**src/rtl/core/fpf_pkg.sv**
```systemverilog
// Shared constants, types and field offsets for the fog parameter fader.
package fpf_pkg;

   localparam int COLOUR_W  = 32;
   localparam int DIST_W    = 24;
   localparam int DENS_W    = 16;
   localparam int TIME_W    = 24;
   localparam int FRAC_W    = 16;
   localparam int LANE_W    = DIST_W + 2;
   localparam int PROD_W    = DIST_W + FRAC_W;
   localparam int DIV_CNT_W = $clog2(FRAC_W);

   localparam int REQ_DATA_W = 152;
   localparam int RSP_DATA_W = 104;

   // request tdata offsets
   localparam int RQ_FADE_ON = 0;
   localparam int RQ_COLOUR  = 1;
   localparam int RQ_NEAR    = 33;
   localparam int RQ_FAR     = 57;
   localparam int RQ_DENS    = 81;
   localparam int RQ_FTIME   = 97;
   localparam int RQ_ELAPSED = 121;

   localparam logic OP_TICK = 1'b0;
   localparam logic OP_SET  = 1'b1;

   localparam logic [COLOUR_W-1:0] RST_COLOUR  = 32'hff80_8080;
   localparam logic [DIST_W-1:0]   RST_NEAR    = 24'd25600;
   localparam logic [DIST_W-1:0]   RST_FAR     = 24'd256000;
   localparam logic [DENS_W-1:0]   RST_DENSITY = 16'd200;

   typedef logic [2:0] lane_type;
   localparam lane_type LANE_C0      = 3'd0;
   localparam lane_type LANE_C1      = 3'd1;
   localparam lane_type LANE_C2      = 3'd2;
   localparam lane_type LANE_C3      = 3'd3;
   localparam lane_type LANE_NEAR    = 3'd4;
   localparam lane_type LANE_FAR     = 3'd5;
   localparam lane_type LANE_DENSITY = 3'd6;
   localparam lane_type LANE_LAST    = LANE_DENSITY;

   typedef struct packed {
      logic busy;
      logic done;
   } div_status_type;

endpackage

```
**src/rtl/core/fpf_div.sv**
```systemverilog
// Radix-2 restoring divider producing the Q0.16 fade fraction elapsed / time_left.
module fpf_div (
   input  logic                           clock,
   input  logic                           reset,
   input  logic                           start,
   input  logic [fpf_pkg::TIME_W-1:0]     dividend,
   input  logic [fpf_pkg::TIME_W-1:0]     divisor,
   output fpf_pkg::div_status_type        status,
   output logic [fpf_pkg::FRAC_W-1:0]     quotient
);
   import fpf_pkg::*;

   logic [TIME_W-1:0]    rem_ff, rem_in;
   logic [TIME_W-1:0]    dvs_ff, dvs_in;
   logic [FRAC_W-1:0]    quo_ff, quo_in;
   logic [DIV_CNT_W-1:0] cnt_ff, cnt_in;
   logic                 busy_ff, busy_in;
   logic                 done_ff, done_in;
   logic [TIME_W:0]      rem2;
   logic [TIME_W:0]      sub;
   logic                 ge;

   // dividend < divisor on entry, so the remainder stays below the divisor
   assign rem2 = {rem_ff, 1'b0};
   assign sub  = rem2 - {1'b0, dvs_ff};
   assign ge   = rem2 >= {1'b0, dvs_ff};

   always_comb begin
      rem_in  = rem_ff;
      dvs_in  = dvs_ff;
      quo_in  = quo_ff;
      cnt_in  = cnt_ff;
      busy_in = busy_ff;
      done_in = 1'b0;
      if (start) begin
         rem_in  = dividend;
         dvs_in  = divisor;
         quo_in  = '0;
         cnt_in  = '0;
         busy_in = 1'b1;
      end else if (busy_ff) begin
         rem_in = ge ? sub[TIME_W-1:0] : rem2[TIME_W-1:0];
         quo_in = {quo_ff[FRAC_W-2:0], ge};
         cnt_in = cnt_ff + DIV_CNT_W'(1);
         if (cnt_ff == DIV_CNT_W'(FRAC_W - 1)) begin
            busy_in = 1'b0;
            done_in = 1'b1;
         end
      end
   end

   always_ff @(posedge clock) begin
      rem_ff <= rem_in;
      dvs_ff <= dvs_in;
      quo_ff <= quo_in;
      cnt_ff <= cnt_in;
      if (reset) begin
         busy_ff <= 1'b0;
         done_ff <= 1'b0;
      end else begin
         busy_ff <= busy_in;
         done_ff <= done_in;
      end
   end

   assign status.busy = busy_ff;
   assign status.done = done_ff;
   assign quotient    = quo_ff;

endmodule

```
**src/rtl/core/fpf_scale.sv**
```systemverilog
// Shared multiply unit: cur + trunc((goal - cur) * k / 65536), one lane per issue.
module fpf_scale (
   input  logic                                clock,
   input  logic                                issue,
   input  logic signed [fpf_pkg::LANE_W-1:0]   cur_val,
   input  logic signed [fpf_pkg::LANE_W-1:0]   goal_val,
   input  logic [fpf_pkg::FRAC_W-1:0]          frac,
   output logic signed [fpf_pkg::LANE_W-1:0]   result
);
   import fpf_pkg::*;

   logic signed [LANE_W-1:0] diff;
   logic signed [LANE_W-1:0] diff_neg;
   logic [DIST_W-1:0]        mag;
   logic [PROD_W-1:0]        prod_ff, prod_in;
   logic signed [LANE_W-1:0] base_ff, base_in;
   logic                     neg_ff, neg_in;
   logic signed [LANE_W-1:0] step;

   assign diff     = goal_val - cur_val;
   assign diff_neg = -diff;
   assign mag      = diff[LANE_W-1] ? diff_neg[DIST_W-1:0] : diff[DIST_W-1:0];

   always_comb begin
      prod_in = prod_ff;
      base_in = base_ff;
      neg_in  = neg_ff;
      if (issue) begin
         prod_in = PROD_W'(mag) * PROD_W'(frac);
         base_in = cur_val;
         neg_in  = diff[LANE_W-1];
      end
   end

   always_ff @(posedge clock) begin
      prod_ff <= prod_in;
      base_ff <= base_in;
      neg_ff  <= neg_in;
   end

   assign step   = $signed({2'b00, prod_ff[PROD_W-1:FRAC_W]});
   assign result = neg_ff ? base_ff - step : base_ff + step;

endmodule

```
**src/rtl/core/fog_parameter_fade.sv**
```systemverilog
// Fog parameter fader top level: request decode, lane sequencer and fog state.
//
// Requests arrive on req_* (tuser = op: 0 tick, 1 set); every request gives one
// response on rsp_* holding the fog values after the update plus the fading flag.
// A set request, an idle tick or a tick that ends the fade is handled in the
// accept cycle; the sequencer then passes through ST_DONE, which loads the
// response register, and returns to idle before it takes the next request.
// A tick inside a fade runs a restoring divide for k = elapsed/time_left in ST_DIV,
// which waits for the divide, then seven lanes (four colour bytes, near, far,
// density) through one shared 24x16 multiplier, each lane passing through ST_MUL
// and ST_UPD, and then ST_DONE to load the output.
// The divider yields one quotient bit per cycle; one multiplier serves all lanes.
// req_tready is high only while the sequencer is idle; a new request may be taken
// while the previous response is still waiting in the output register.
// If the receiver stalls, the next response waits in the sequencer until the output
// register empties. Reset clears the handshake and loads the default fog setting
// (ARGB ff808080, near 100.0, far 1000.0, density 200) with no fade running.
module fog_parameter_fade (
   input  logic                              clock,
   input  logic                              reset,
   input  logic                              req_tvalid,
   output logic                              req_tready,
   // fade_on, new_colour, new_near, new_far, new_density, fade_time, elapsed, pad
   input  logic [fpf_pkg::REQ_DATA_W-1:0]    req_tdata,
   // op
   input  logic                              req_tuser,
   output logic                              rsp_tvalid,
   input  logic                              rsp_tready,
   // fog_colour, fog_near, fog_far, fog_density, fading, pad
   output logic [fpf_pkg::RSP_DATA_W-1:0]    rsp_tdata
);
   import fpf_pkg::*;

   localparam logic [2:0] ST_IDLE = 3'd0;
   localparam logic [2:0] ST_DIV  = 3'd1;
   localparam logic [2:0] ST_MUL  = 3'd2;
   localparam logic [2:0] ST_UPD  = 3'd3;
   localparam logic [2:0] ST_DONE = 3'd4;

   logic [2:0]            state_ff, state_in;
   lane_type              lane_ff, lane_in;
   logic [COLOUR_W-1:0]   cur_colour_ff, cur_colour_in, goal_colour_ff, goal_colour_in;
   logic [DIST_W-1:0]     cur_near_ff, cur_near_in, goal_near_ff, goal_near_in;
   logic [DIST_W-1:0]     cur_far_ff, cur_far_in, goal_far_ff, goal_far_in;
   logic [DENS_W-1:0]     cur_dens_ff, cur_dens_in, goal_dens_ff, goal_dens_in;
   logic [TIME_W-1:0]     time_left_ff, time_left_in;
   logic                  rsp_valid_ff, rsp_valid_in;
   logic [RSP_DATA_W-1:0] rsp_data_ff, rsp_data_in;

   logic                  accept;
   logic                  in_fade_on;
   logic [COLOUR_W-1:0]   in_colour;
   logic [DIST_W-1:0]     in_near, in_far;
   logic [DENS_W-1:0]     in_dens;
   logic [TIME_W-1:0]     in_ftime, in_elapsed;
   logic                  div_start;
   div_status_type        div_status;
   logic [FRAC_W-1:0]     frac;
   logic signed [LANE_W-1:0] lane_cur, lane_goal, lane_res;

   assign in_fade_on = req_tdata[RQ_FADE_ON];
   assign in_colour  = req_tdata[RQ_COLOUR +: COLOUR_W];
   assign in_near    = req_tdata[RQ_NEAR +: DIST_W];
   assign in_far     = req_tdata[RQ_FAR +: DIST_W];
   assign in_dens    = req_tdata[RQ_DENS +: DENS_W];
   assign in_ftime   = req_tdata[RQ_FTIME +: TIME_W];
   assign in_elapsed = req_tdata[RQ_ELAPSED +: TIME_W];

   assign req_tready = (state_ff == ST_IDLE);
   assign accept     = req_tvalid && req_tready;
   assign div_start  = accept && (req_tuser == OP_TICK) && (time_left_ff != '0)
                       && (in_elapsed < time_left_ff);

   fpf_div u_div (
      .clock    (clock),
      .reset    (reset),
      .start    (div_start),
      .dividend (in_elapsed),
      .divisor  (time_left_ff),
      .status   (div_status),
      .quotient (frac)
   );

   always_comb begin
      unique case (lane_ff)
         LANE_C0: begin
            lane_cur  = $signed({18'd0, cur_colour_ff[7:0]});
            lane_goal = $signed({18'd0, goal_colour_ff[7:0]});
         end
         LANE_C1: begin
            lane_cur  = $signed({18'd0, cur_colour_ff[15:8]});
            lane_goal = $signed({18'd0, goal_colour_ff[15:8]});
         end
         LANE_C2: begin
            lane_cur  = $signed({18'd0, cur_colour_ff[23:16]});
            lane_goal = $signed({18'd0, goal_colour_ff[23:16]});
         end
         LANE_C3: begin
            lane_cur  = $signed({18'd0, cur_colour_ff[31:24]});
            lane_goal = $signed({18'd0, goal_colour_ff[31:24]});
         end
         LANE_NEAR: begin
            lane_cur  = $signed({2'd0, cur_near_ff});
            lane_goal = $signed({2'd0, goal_near_ff});
         end
         LANE_FAR: begin
            lane_cur  = $signed({2'd0, cur_far_ff});
            lane_goal = $signed({2'd0, goal_far_ff});
         end
         default: begin
            lane_cur  = $signed({{(LANE_W-DENS_W){cur_dens_ff[DENS_W-1]}}, cur_dens_ff});
            lane_goal = $signed({{(LANE_W-DENS_W){goal_dens_ff[DENS_W-1]}}, goal_dens_ff});
         end
      endcase
   end

   fpf_scale u_scale (
      .clock    (clock),
      .issue    (state_ff == ST_MUL),
      .cur_val  (lane_cur),
      .goal_val (lane_goal),
      .frac     (frac),
      .result   (lane_res)
   );

   always_comb begin
      state_in       = state_ff;
      lane_in        = lane_ff;
      cur_colour_in  = cur_colour_ff;
      cur_near_in    = cur_near_ff;
      cur_far_in     = cur_far_ff;
      cur_dens_in    = cur_dens_ff;
      goal_colour_in = goal_colour_ff;
      goal_near_in   = goal_near_ff;
      goal_far_in    = goal_far_ff;
      goal_dens_in   = goal_dens_ff;
      time_left_in   = time_left_ff;
      rsp_valid_in   = rsp_valid_ff && !rsp_tready;
      rsp_data_in    = rsp_data_ff;
      unique case (state_ff)
         ST_IDLE: begin
            if (accept) begin
               state_in = ST_DONE;
               if (req_tuser == OP_SET) begin
                  if (in_fade_on && (in_ftime != '0)) begin
                     goal_colour_in = in_colour;
                     goal_near_in   = in_near;
                     goal_far_in    = in_far;
                     goal_dens_in   = in_dens;
                     time_left_in   = in_ftime;
                  end else begin
                     cur_colour_in = in_colour;
                     cur_near_in   = in_near;
                     cur_far_in    = in_far;
                     cur_dens_in   = in_dens;
                     time_left_in  = '0;
                  end
               end else if (time_left_ff != '0) begin
                  if (div_start) begin
                     time_left_in = time_left_ff - in_elapsed;
                     lane_in      = LANE_C0;
                     state_in     = ST_DIV;
                  end else begin
                     cur_colour_in = goal_colour_ff;
                     cur_near_in   = goal_near_ff;
                     cur_far_in    = goal_far_ff;
                     cur_dens_in   = goal_dens_ff;
                     time_left_in  = '0;
                  end
               end
            end
         end
         ST_DIV: begin
            if (div_status.done) state_in = ST_MUL;
         end
         ST_MUL: begin
            state_in = ST_UPD;
         end
         ST_UPD: begin
            unique case (lane_ff)
               LANE_C0:   cur_colour_in[7:0]   = lane_res[7:0];
               LANE_C1:   cur_colour_in[15:8]  = lane_res[7:0];
               LANE_C2:   cur_colour_in[23:16] = lane_res[7:0];
               LANE_C3:   cur_colour_in[31:24] = lane_res[7:0];
               LANE_NEAR: cur_near_in          = lane_res[DIST_W-1:0];
               LANE_FAR:  cur_far_in           = lane_res[DIST_W-1:0];
               default:   cur_dens_in          = lane_res[DENS_W-1:0];
            endcase
            if (lane_ff == LANE_LAST) begin
               state_in = ST_DONE;
            end else begin
               lane_in  = lane_ff + lane_type'(1);
               state_in = ST_MUL;
            end
         end
         ST_DONE: begin
            if (!rsp_valid_ff || rsp_tready) begin
               rsp_valid_in = 1'b1;
               rsp_data_in  = {7'd0, (time_left_ff != '0), cur_dens_ff, cur_far_ff,
                               cur_near_ff, cur_colour_ff};
               state_in     = ST_IDLE;
            end
         end
         default: state_in = ST_IDLE;
      endcase
   end

   always_ff @(posedge clock) begin
      rsp_data_ff <= rsp_data_in;
      if (reset) begin
         state_ff       <= ST_IDLE;
         lane_ff        <= LANE_C0;
         cur_colour_ff  <= RST_COLOUR;
         cur_near_ff    <= RST_NEAR;
         cur_far_ff     <= RST_FAR;
         cur_dens_ff    <= RST_DENSITY;
         goal_colour_ff <= RST_COLOUR;
         goal_near_ff   <= RST_NEAR;
         goal_far_ff    <= RST_FAR;
         goal_dens_ff   <= RST_DENSITY;
         time_left_ff   <= '0;
         rsp_valid_ff   <= 1'b0;
      end else begin
         state_ff       <= state_in;
         lane_ff        <= lane_in;
         cur_colour_ff  <= cur_colour_in;
         cur_near_ff    <= cur_near_in;
         cur_far_ff     <= cur_far_in;
         cur_dens_ff    <= cur_dens_in;
         goal_colour_ff <= goal_colour_in;
         goal_near_ff   <= goal_near_in;
         goal_far_ff    <= goal_far_in;
         goal_dens_ff   <= goal_dens_in;
         time_left_ff   <= time_left_in;
         rsp_valid_ff   <= rsp_valid_in;
      end
   end

   assign rsp_tvalid = rsp_valid_ff;
   assign rsp_tdata  = rsp_data_ff;

   a_div_only_in_fade: assert property (@(posedge clock) disable iff (reset)
      (state_ff == ST_DIV) |-> (time_left_ff != '0))
      else $error("divide running with no fade time left");

   a_lane_range: assert property (@(posedge clock) disable iff (reset)
      (state_ff == ST_MUL || state_ff == ST_UPD) |-> (lane_ff <= LANE_LAST))
      else $error("lane index out of range");

   a_div_start_idle: assert property (@(posedge clock) disable iff (reset)
      div_start |=> (state_ff == ST_DIV && div_status.busy))
      else $error("divider not running after start");

   a_goal_hold: assert property (@(posedge clock) disable iff (reset)
      (state_ff == ST_UPD) |=> $stable(goal_colour_ff) && $stable(time_left_ff))
      else $error("goal or time changed during lane update");

endmodule
```
**config.mk**
```make
export PLATFORM = sky130hd
export DESIGN_NAME = fog_parameter_fade
export DESIGN_NICKNAME = d
export VERILOG_FILES = /design/src/rtl/core/fpf_pkg.sv /design/src/rtl/core/fpf_div.sv /design/src/rtl/core/fpf_scale.sv /design/src/rtl/core/fog_parameter_fade.sv
export SDC_FILE = /design/constraint.sdc
export NUM_CORES = 2
export LEC_CHECK = 0
export ABC_CLOCK_PERIOD_IN_PS = 9400
export BUFFER_PORTS_ARGS = -buffer_cell sky130_fd_sc_hd__buf_2
export CORE_MARGIN = 4
export CORE_UTILIZATION = 45
export DETAILED_ROUTE_END_ITERATION = 10
export HOLD_SLACK_MARGIN = 0.12
export SLEW_MARGIN = 15
export SYNTH_ARGS = -nofsm -noshare
export SYNTH_HDL_FRONTEND = slang
export SYNTH_SLANG_ARGS = --single-unit
```
**constraint.sdc**
```tcl
create_clock -name clock -period 9.4 [get_ports clock]
set_input_delay 1.88 -clock clock [delete_from_list [all_inputs] [get_ports clock]]
set_output_delay 1.88 -clock clock [all_outputs]
set_load 0.02 [all_outputs]
```
After elaboration in Yosys (flattened, before gate mapping)

Cells that the tools add are included.

Add/sub/neg operators: 8
Multiply operators: 1
Div/mod/pow operators: 0
Order comparisons: 2
Equal/unequal tests: 28
Shifts and indexed selects: 0
Multiplexer cells: 62
Bitwise operators: 2
Reduce and logical (&&, ||, !) cells: 30

Operators with widths:

| operator                                       | count |
|---|---|
| two-way mux 24 bit                             | 21 |
| one-hot mux 26 bit (6 select lines)            | 2 |
| two-way mux 32 bit                             | 5 |
| two-way mux 16 bit                             | 6 |
| one-hot mux 24 bit (2 select lines)            | 2 |
| subtractor 24 bit                              | 3 |
| one-hot mux 32 bit (2 select lines)            | 1 |
| AND reduction 6 bit                            | 8 |
| nonzero test 24 bit                            | 2 |
| multiplier 24 x 16 -> 40 bit                   | 1 |
| two-way mux 3 bit                              | 12 |
| two-way mux 8 bit                              | 4 |
| one-hot mux 16 bit (2 select lines)            | 1 |
| subtractor 26 bit                              | 1 |
| >= comparator 25 x 24 -> 1 bit                 | 1 |
| adder 24 bit                                   | 1 |
| < comparator 24 bit                            | 1 |
| negator 24 bit                                 | 1 |
| != test 2 x 1 -> 1 bit (second input constant) | 10 |
| one-hot mux 3 bit (5 select lines)             | 1 |
| == test 3 x 2 -> 1 bit (second input constant) | 4 |
| == test 3 bit (second input constant)          | 4 |
| != test 2 bit (second input constant)          | 4 |
| == test 3 x 1 -> 1 bit (second input constant) | 2 |
| other kinds (18)                               | 35 |

Flip-flop bits (word level): 455
Bits in latches: 0
Bits in writable memories: 0
ROM bits: 0
Bits of input ports: 157
Logic and storage cells: 158
Memories: 0

Depth between registers and ports, before layout

Depth after elaboration: 10
Gate-level depth with buffers: 47

Hierarchy

From an unflattened synthesis, not the netlist that was laid out.

Cells, all modules: 3899
Area, all modules: 36162.2 um^2

Modules (own cells, without submodules):

| module             | times used | cells an instance | area each (um^2) |
|---|---|---|---|
| fpf_scale          | 1          | 1878              | 16729.8 |
| fog_parameter_fade | 1          | 1622              | 15260.9 |
| fpf_div            | 1          | 399               | 4171.5 |

Worst setup path after synthesis

No wires, ideal clock.

Path type: register -> register
Start point: register lane_ff[2]
End point: register u_scale.prod_ff[38] (data pin)
Library setup time: 0.258 ns
Arrival time: 10.154 ns
Data required time: 9.142 ns
Setup slack: -1.011 ns
Cell stages (with the launch flop): 44
Clock period less this slack: 10.411 ns
Path through: dfxtp_1 -> buf_1 -> inv_1 -> ha_1 -> clkbuf_1 -> clkbuf_1 -> a221oi_1 -> nand2_1 -> o21ai_0 -> ha_1 -> inv_1 -> fa_1 -> a21oi_1 -> o22ai_1 -> o22a_1 -> a41oi_4 -> o21ai_2 -> a31o_1 -> (+8 left out) -> fa_1 -> inv_1 -> fa_1 -> fa_1 -> inv_1 -> fa_1 -> inv_1 -> ha_1 -> a21oi_1 -> nor2_1 -> a311oi_1 -> o31ai_1 -> a221oi_1 -> o21ai_0 -> o21ai_0 -> nand3b_1 -> a21oi_1 -> xnor2_1

Word-level cells in the longest chain between the ends: 6
Elaborated cells on any way between the ends: 12
Those cells by class: add/sub (2); mul (1); eq/ne (5); mux (3); reduce/logical (1)

RTL lines:

| what                                  | RTL line                  | source |
|---|---|---|
| start: declaration                    | fog_parameter_fade.sv:41  | `lane_type lane_ff, lane_in;` |
| start signal: assignment              | fog_parameter_fade.sv:225 | `lane_ff <= lane_in;` |
| == test 3 bit (tied with other cells) | fog_parameter_fade.sv:85  | `unique case (lane_ff)` |
| one-hot mux 26 bit (6 select lines)   | fog_parameter_fade.sv:85  |  |
| subtractor 26 bit (*)                 | fpf_scale.sv:20           | `assign diff = goal_val - cur_val;` |
| negator 24 bit                        | fpf_scale.sv:21           | `assign diff_neg = -diff;` |
| two-way mux 24 bit (*)                | fpf_scale.sv:22           | `assign mag = diff[LANE_W-1] ? diff_neg[DIST_W-1:0] : diff[DIST_W-1:0];` |
| multiplier 24 x 16 -> 40 bit (*)      | fpf_scale.sv:29           | `prod_in = PROD_W'(mag) * PROD_W'(frac);` |
| end signal: assignment                | fpf_scale.sv:36           | `prod_ff <= prod_in;` |
| end: declaration                      | fpf_scale.sv:15           | `logic [PROD_W-1:0] prod_ff, prod_in;` |

Every way passes the cells marked *; elsewhere a longest branch is shown, timed or not.
A chain may end at the register's enable or synchronous reset.

Worst setup path after layout

Start point: register lane_ff[0]
End point: register u_scale.prod_ff[39] (data pin)

Same word-level chain as after synthesis.

==> results.py <==
metrics = {
    "status": {
        "status": "finished with violations",
        "violations": "negative setup slack",
    },
    "logic_synthesis": {
        "synth_ff_type": "dfxtp_1",
        "syn_avg_cell_area_um2": 8.98,
        "synth.distinct_cells": 78,
        "synth-seq-cells": 439,
        "synth_edf_count": 194,
        "netlist_instances": 4013,
        "synth_area_um2": 36000,
        "synth_seq_area_share_pct": 29.8,
        "synth-async-reset-ratio_pct": 0,
        "yosys_warnings": 0,
    },
    "finish": {
        "postLayoutCellArea_um2": 44700,
        "mostFrequentLayoutCell": "nand2_1",
        "fin_nets": 5241,
        "final_cell_mix": "554 x nand2_1, 431 x inv_1, 418 x buf_4",
        "num-fill-cells": 7050,
        "areaGrowthSynthToFinish_pct": 24.1,
        "drive_gt1_share_pct": 23.2,
    },
    "grt": {
        "grt_pass1_wl_mm": 171,
        "antenna_found_initial": 1,
        "grt_overflow": 0,
        "grt_usage_pct": 25.1,
        "grt_pass1_vias": 30300,
        "grt_max_degree": 169,
    },
    "die": {
        "die-area_um2": 84700,
        "core.rowCount": 103,
        "start_util_pct": 45.6,
        "die_x_um": 291,
        "io_pins": 263,
        "die_y_um": 291,
        "core_um2": 79100,
    },
    "routing": {
        "via_count": 30600,
        "vias_per_cell": 5.42,
        "drcViolationCount": 0,
        "drtPass1Iterations": 9,
        "route.met2.wl_mm": 51.2,
        "drt-met1-wl_mm": 49.5,
        "drt_first_iter_violations": 2213,
        "finalWirelength_mm": 110,
        "wl_met3_mm": 6.10,
        "antenna_left": 0,
        "highest_layer": "met4",
        "routedWlPerCell_um": 19.4,
    },
    "worst_hold_path": {
        "holdCritPathClass": "flip-flop to flip-flop",
    },
    "clocking": {
        "cts_num_sinks": 439,
        "numCtsBuffers": 49,
        "cts-hold-fix-buffers": 0,
        "clockRootBuffer": "clkbuf_16",
        "ctsLongestPathBuffers": 3,
        "cts_tree": "built",
        "cts_max_level": 2,
        "worstSkewPairLatency_ns": 0.63,
        "clk_pin_slew_ns": 0.06,
    },
    "worst_setup_path": {
        "critPathMaxFanout": 7,
        "cpMaxStageDelayCell": "fa_2",
        "cp_slowest_stage_delay_ns": 0.56,
        "cp_common_cell": "buf_4",
        "worst-setup-path-type": "flip-flop to flip-flop",
        "start_kind": "flip-flop",
        "end_kind": "flip-flop",
        "arrival_ns": 10.25,
        "crit_required_ns": 9.74,
    },
    "job": {
        "drv_cap": 0,
    },
    "timing": {
        "fmax_mhz": 101,
        "worst_slew_pin_slew_ns": 1.22,
        "slew_headroom_pct": 18.7,
        "setup_viol": 16,
        "holdWs_ns": 0.459,
        "slew_violations": 0,
        "worst_slack_ns": -0.516,
        "finalCriticalPeriod_ns": 9.92,
        "hold_viol": 0,
        "fin_skew_ns": 0.0493,
        "min_period_over_period_pct": 105,
        "rsz0062_at_grt": "yes",
    },
    "placement": {
        "port_buffers": 248,
        "dp_hpwl_mm": 81.3,
        "postPlaceCellArea_um2": 41300,
        "gp_congestion": 0.893,
    },
}
metal layers:
layer  global-route usage, %  up-vias
met1                    35.5    15000
met2                    41.2      930
met3                    2.82      162
li1                        -    14600
met4                    6.99        0
met5                       0        -
cells by family (layout without fill, tap and decap cells):
kind of cell    count (synthesis)  after routing  share of synthesized area (%)
xor+xnor                      141            141                           3.43
mux                           162            162                           4.65
buf+inv                       665           1249                           7.03
simple gates                 1301           1301                           16.8
compound gates                782            782                           13.8
fa+ha+maj                     522            522                           24.6
other cells                     1              8                         0.0104
flops                         439            439                           29.8
synth_stat cells, types with 22 or more instances:
master	number	area share, %
a211o_1	41	1.0
a211oi_1	44	0.92
a21o_1	49	1.0
a21oi_1	322	4.5
a221oi_1	27	0.66
a22oi_1	35	0.73
a31oi_1	22	0.38
and2_1	153	2.7
clkbuf_1	192	2.0
dfxtp_1	245	14
edfxtp_1	194	16
fa_1	309	17
ha_1	213	7.4
inv_1	442	4.6
mux2_2	43	1.3
mux2i_1	119	3.3
nand2_1	564	5.9
nand2b_1	36	0.62
nand3_1	40	0.56
nand3b_1	35	0.73
nand4_1	26	0.45
nor2_1	257	2.7
nor2b_1	44	0.76
nor3_1	62	0.86
o21ai_0	118	1.6
xnor2_1	103	2.5
xor2_1	38	0.92
final cells by class:
| cell class | instances | area [µm²] | area share (%) |
|---|---|---|---|
| Sequential cell | 439 | 10700 | 24.0 |
| Timing Repair Buffer | 713 | 5180 | 11.6 |
| Tap cell | 1050 | 1310 | 2.94 |
| Inverter | 444 | 1670 | 3.74 |
| Clock inverter | 27 | 374 | 0.836 |
| Antenna cell | 1 | 2.50 | 0.00559 |
| Clock buffer | 65 | 1330 | 2.96 |
| Multi-Input combinational cell | 2915 | 24100 | 53.9 |
critical path: cells and delay by family (launching register included):
family | cells | cell delay (ns)
xor gates and xnor gates | 3 | 0.57
buffers and inverters | 11 | 1.49
AOI/OAI and AO/OA | 10 | 1.78
and+or+nand+nor | 8 | 1.75
adders and majority gates | 9 | 3.68
DFF | 1 | 0.35
repair_timing:
item / in CTS / in global routing
endpoints found under the setup margin: 23 / 24
resized for setup: 111 / 146
buffers inserted: 28 / 24
gates cloned: 1 / 3
pin swaps: 74 / 96
registers in the layout (all words and copies together), names as in the netlist, 3 cells and up:
signal           flops
cur_dens_ff         16
goal_near_ff        24
cur_far_ff          24
rsp_tdata           97
lane_ff              3
u_div.rem_ff        24
u_div.dvs_ff        24
goal_dens_ff        16
u_scale.prod_ff     24
u_scale.base_ff     24
u_div.quotient      16
goal_far_ff         24
u_div.cnt_ff         4
goal_colour_ff      32
cur_near_ff         24
state_ff             3
cur_colour_ff       32
time_left_ff        24
through the flow:
stage	std cells	TNS [ns]	setup WS (ns)	util, %
floorplan	4019	0	0.00609	-
global placement	5510	-12.34	-0.868	52.2
detailed placement	5510	-12.82	-0.908	52.2
CTS	5630	-4.96	-0.488	55.3
global route	5653	-11.84	-0.823	56.5
finish	5654	-5.65	-0.516	56.5
final timing paths:
| kind | startpoint | to | slack [ns] | cells past startpoint |
|---|---|---|---|---|
| max | lane_ff[0]$_SDFFE_PP0P_ | u_scale.prod_ff[39]$_DFFE_PP_ | -0.52 | 41 |
| min | cur_near_ff[23]$_SDFFE_PP0P_ | rsp_tdata[55]$_DFFE_PP_ | 0.46 | 0 |
| max reg2reg | lane_ff[0]$_SDFFE_PP0P_ | u_scale.prod_ff[39]$_DFFE_PP_ | -0.52 | 41 |
| min reg2reg | cur_near_ff[23]$_SDFFE_PP0P_ | rsp_tdata[55]$_DFFE_PP_ | 0.46 | 0 |
Power is left out: the tool's default activity adds up to more than one toggle a clock period on the data nets, which glitch-free logic cannot reach.
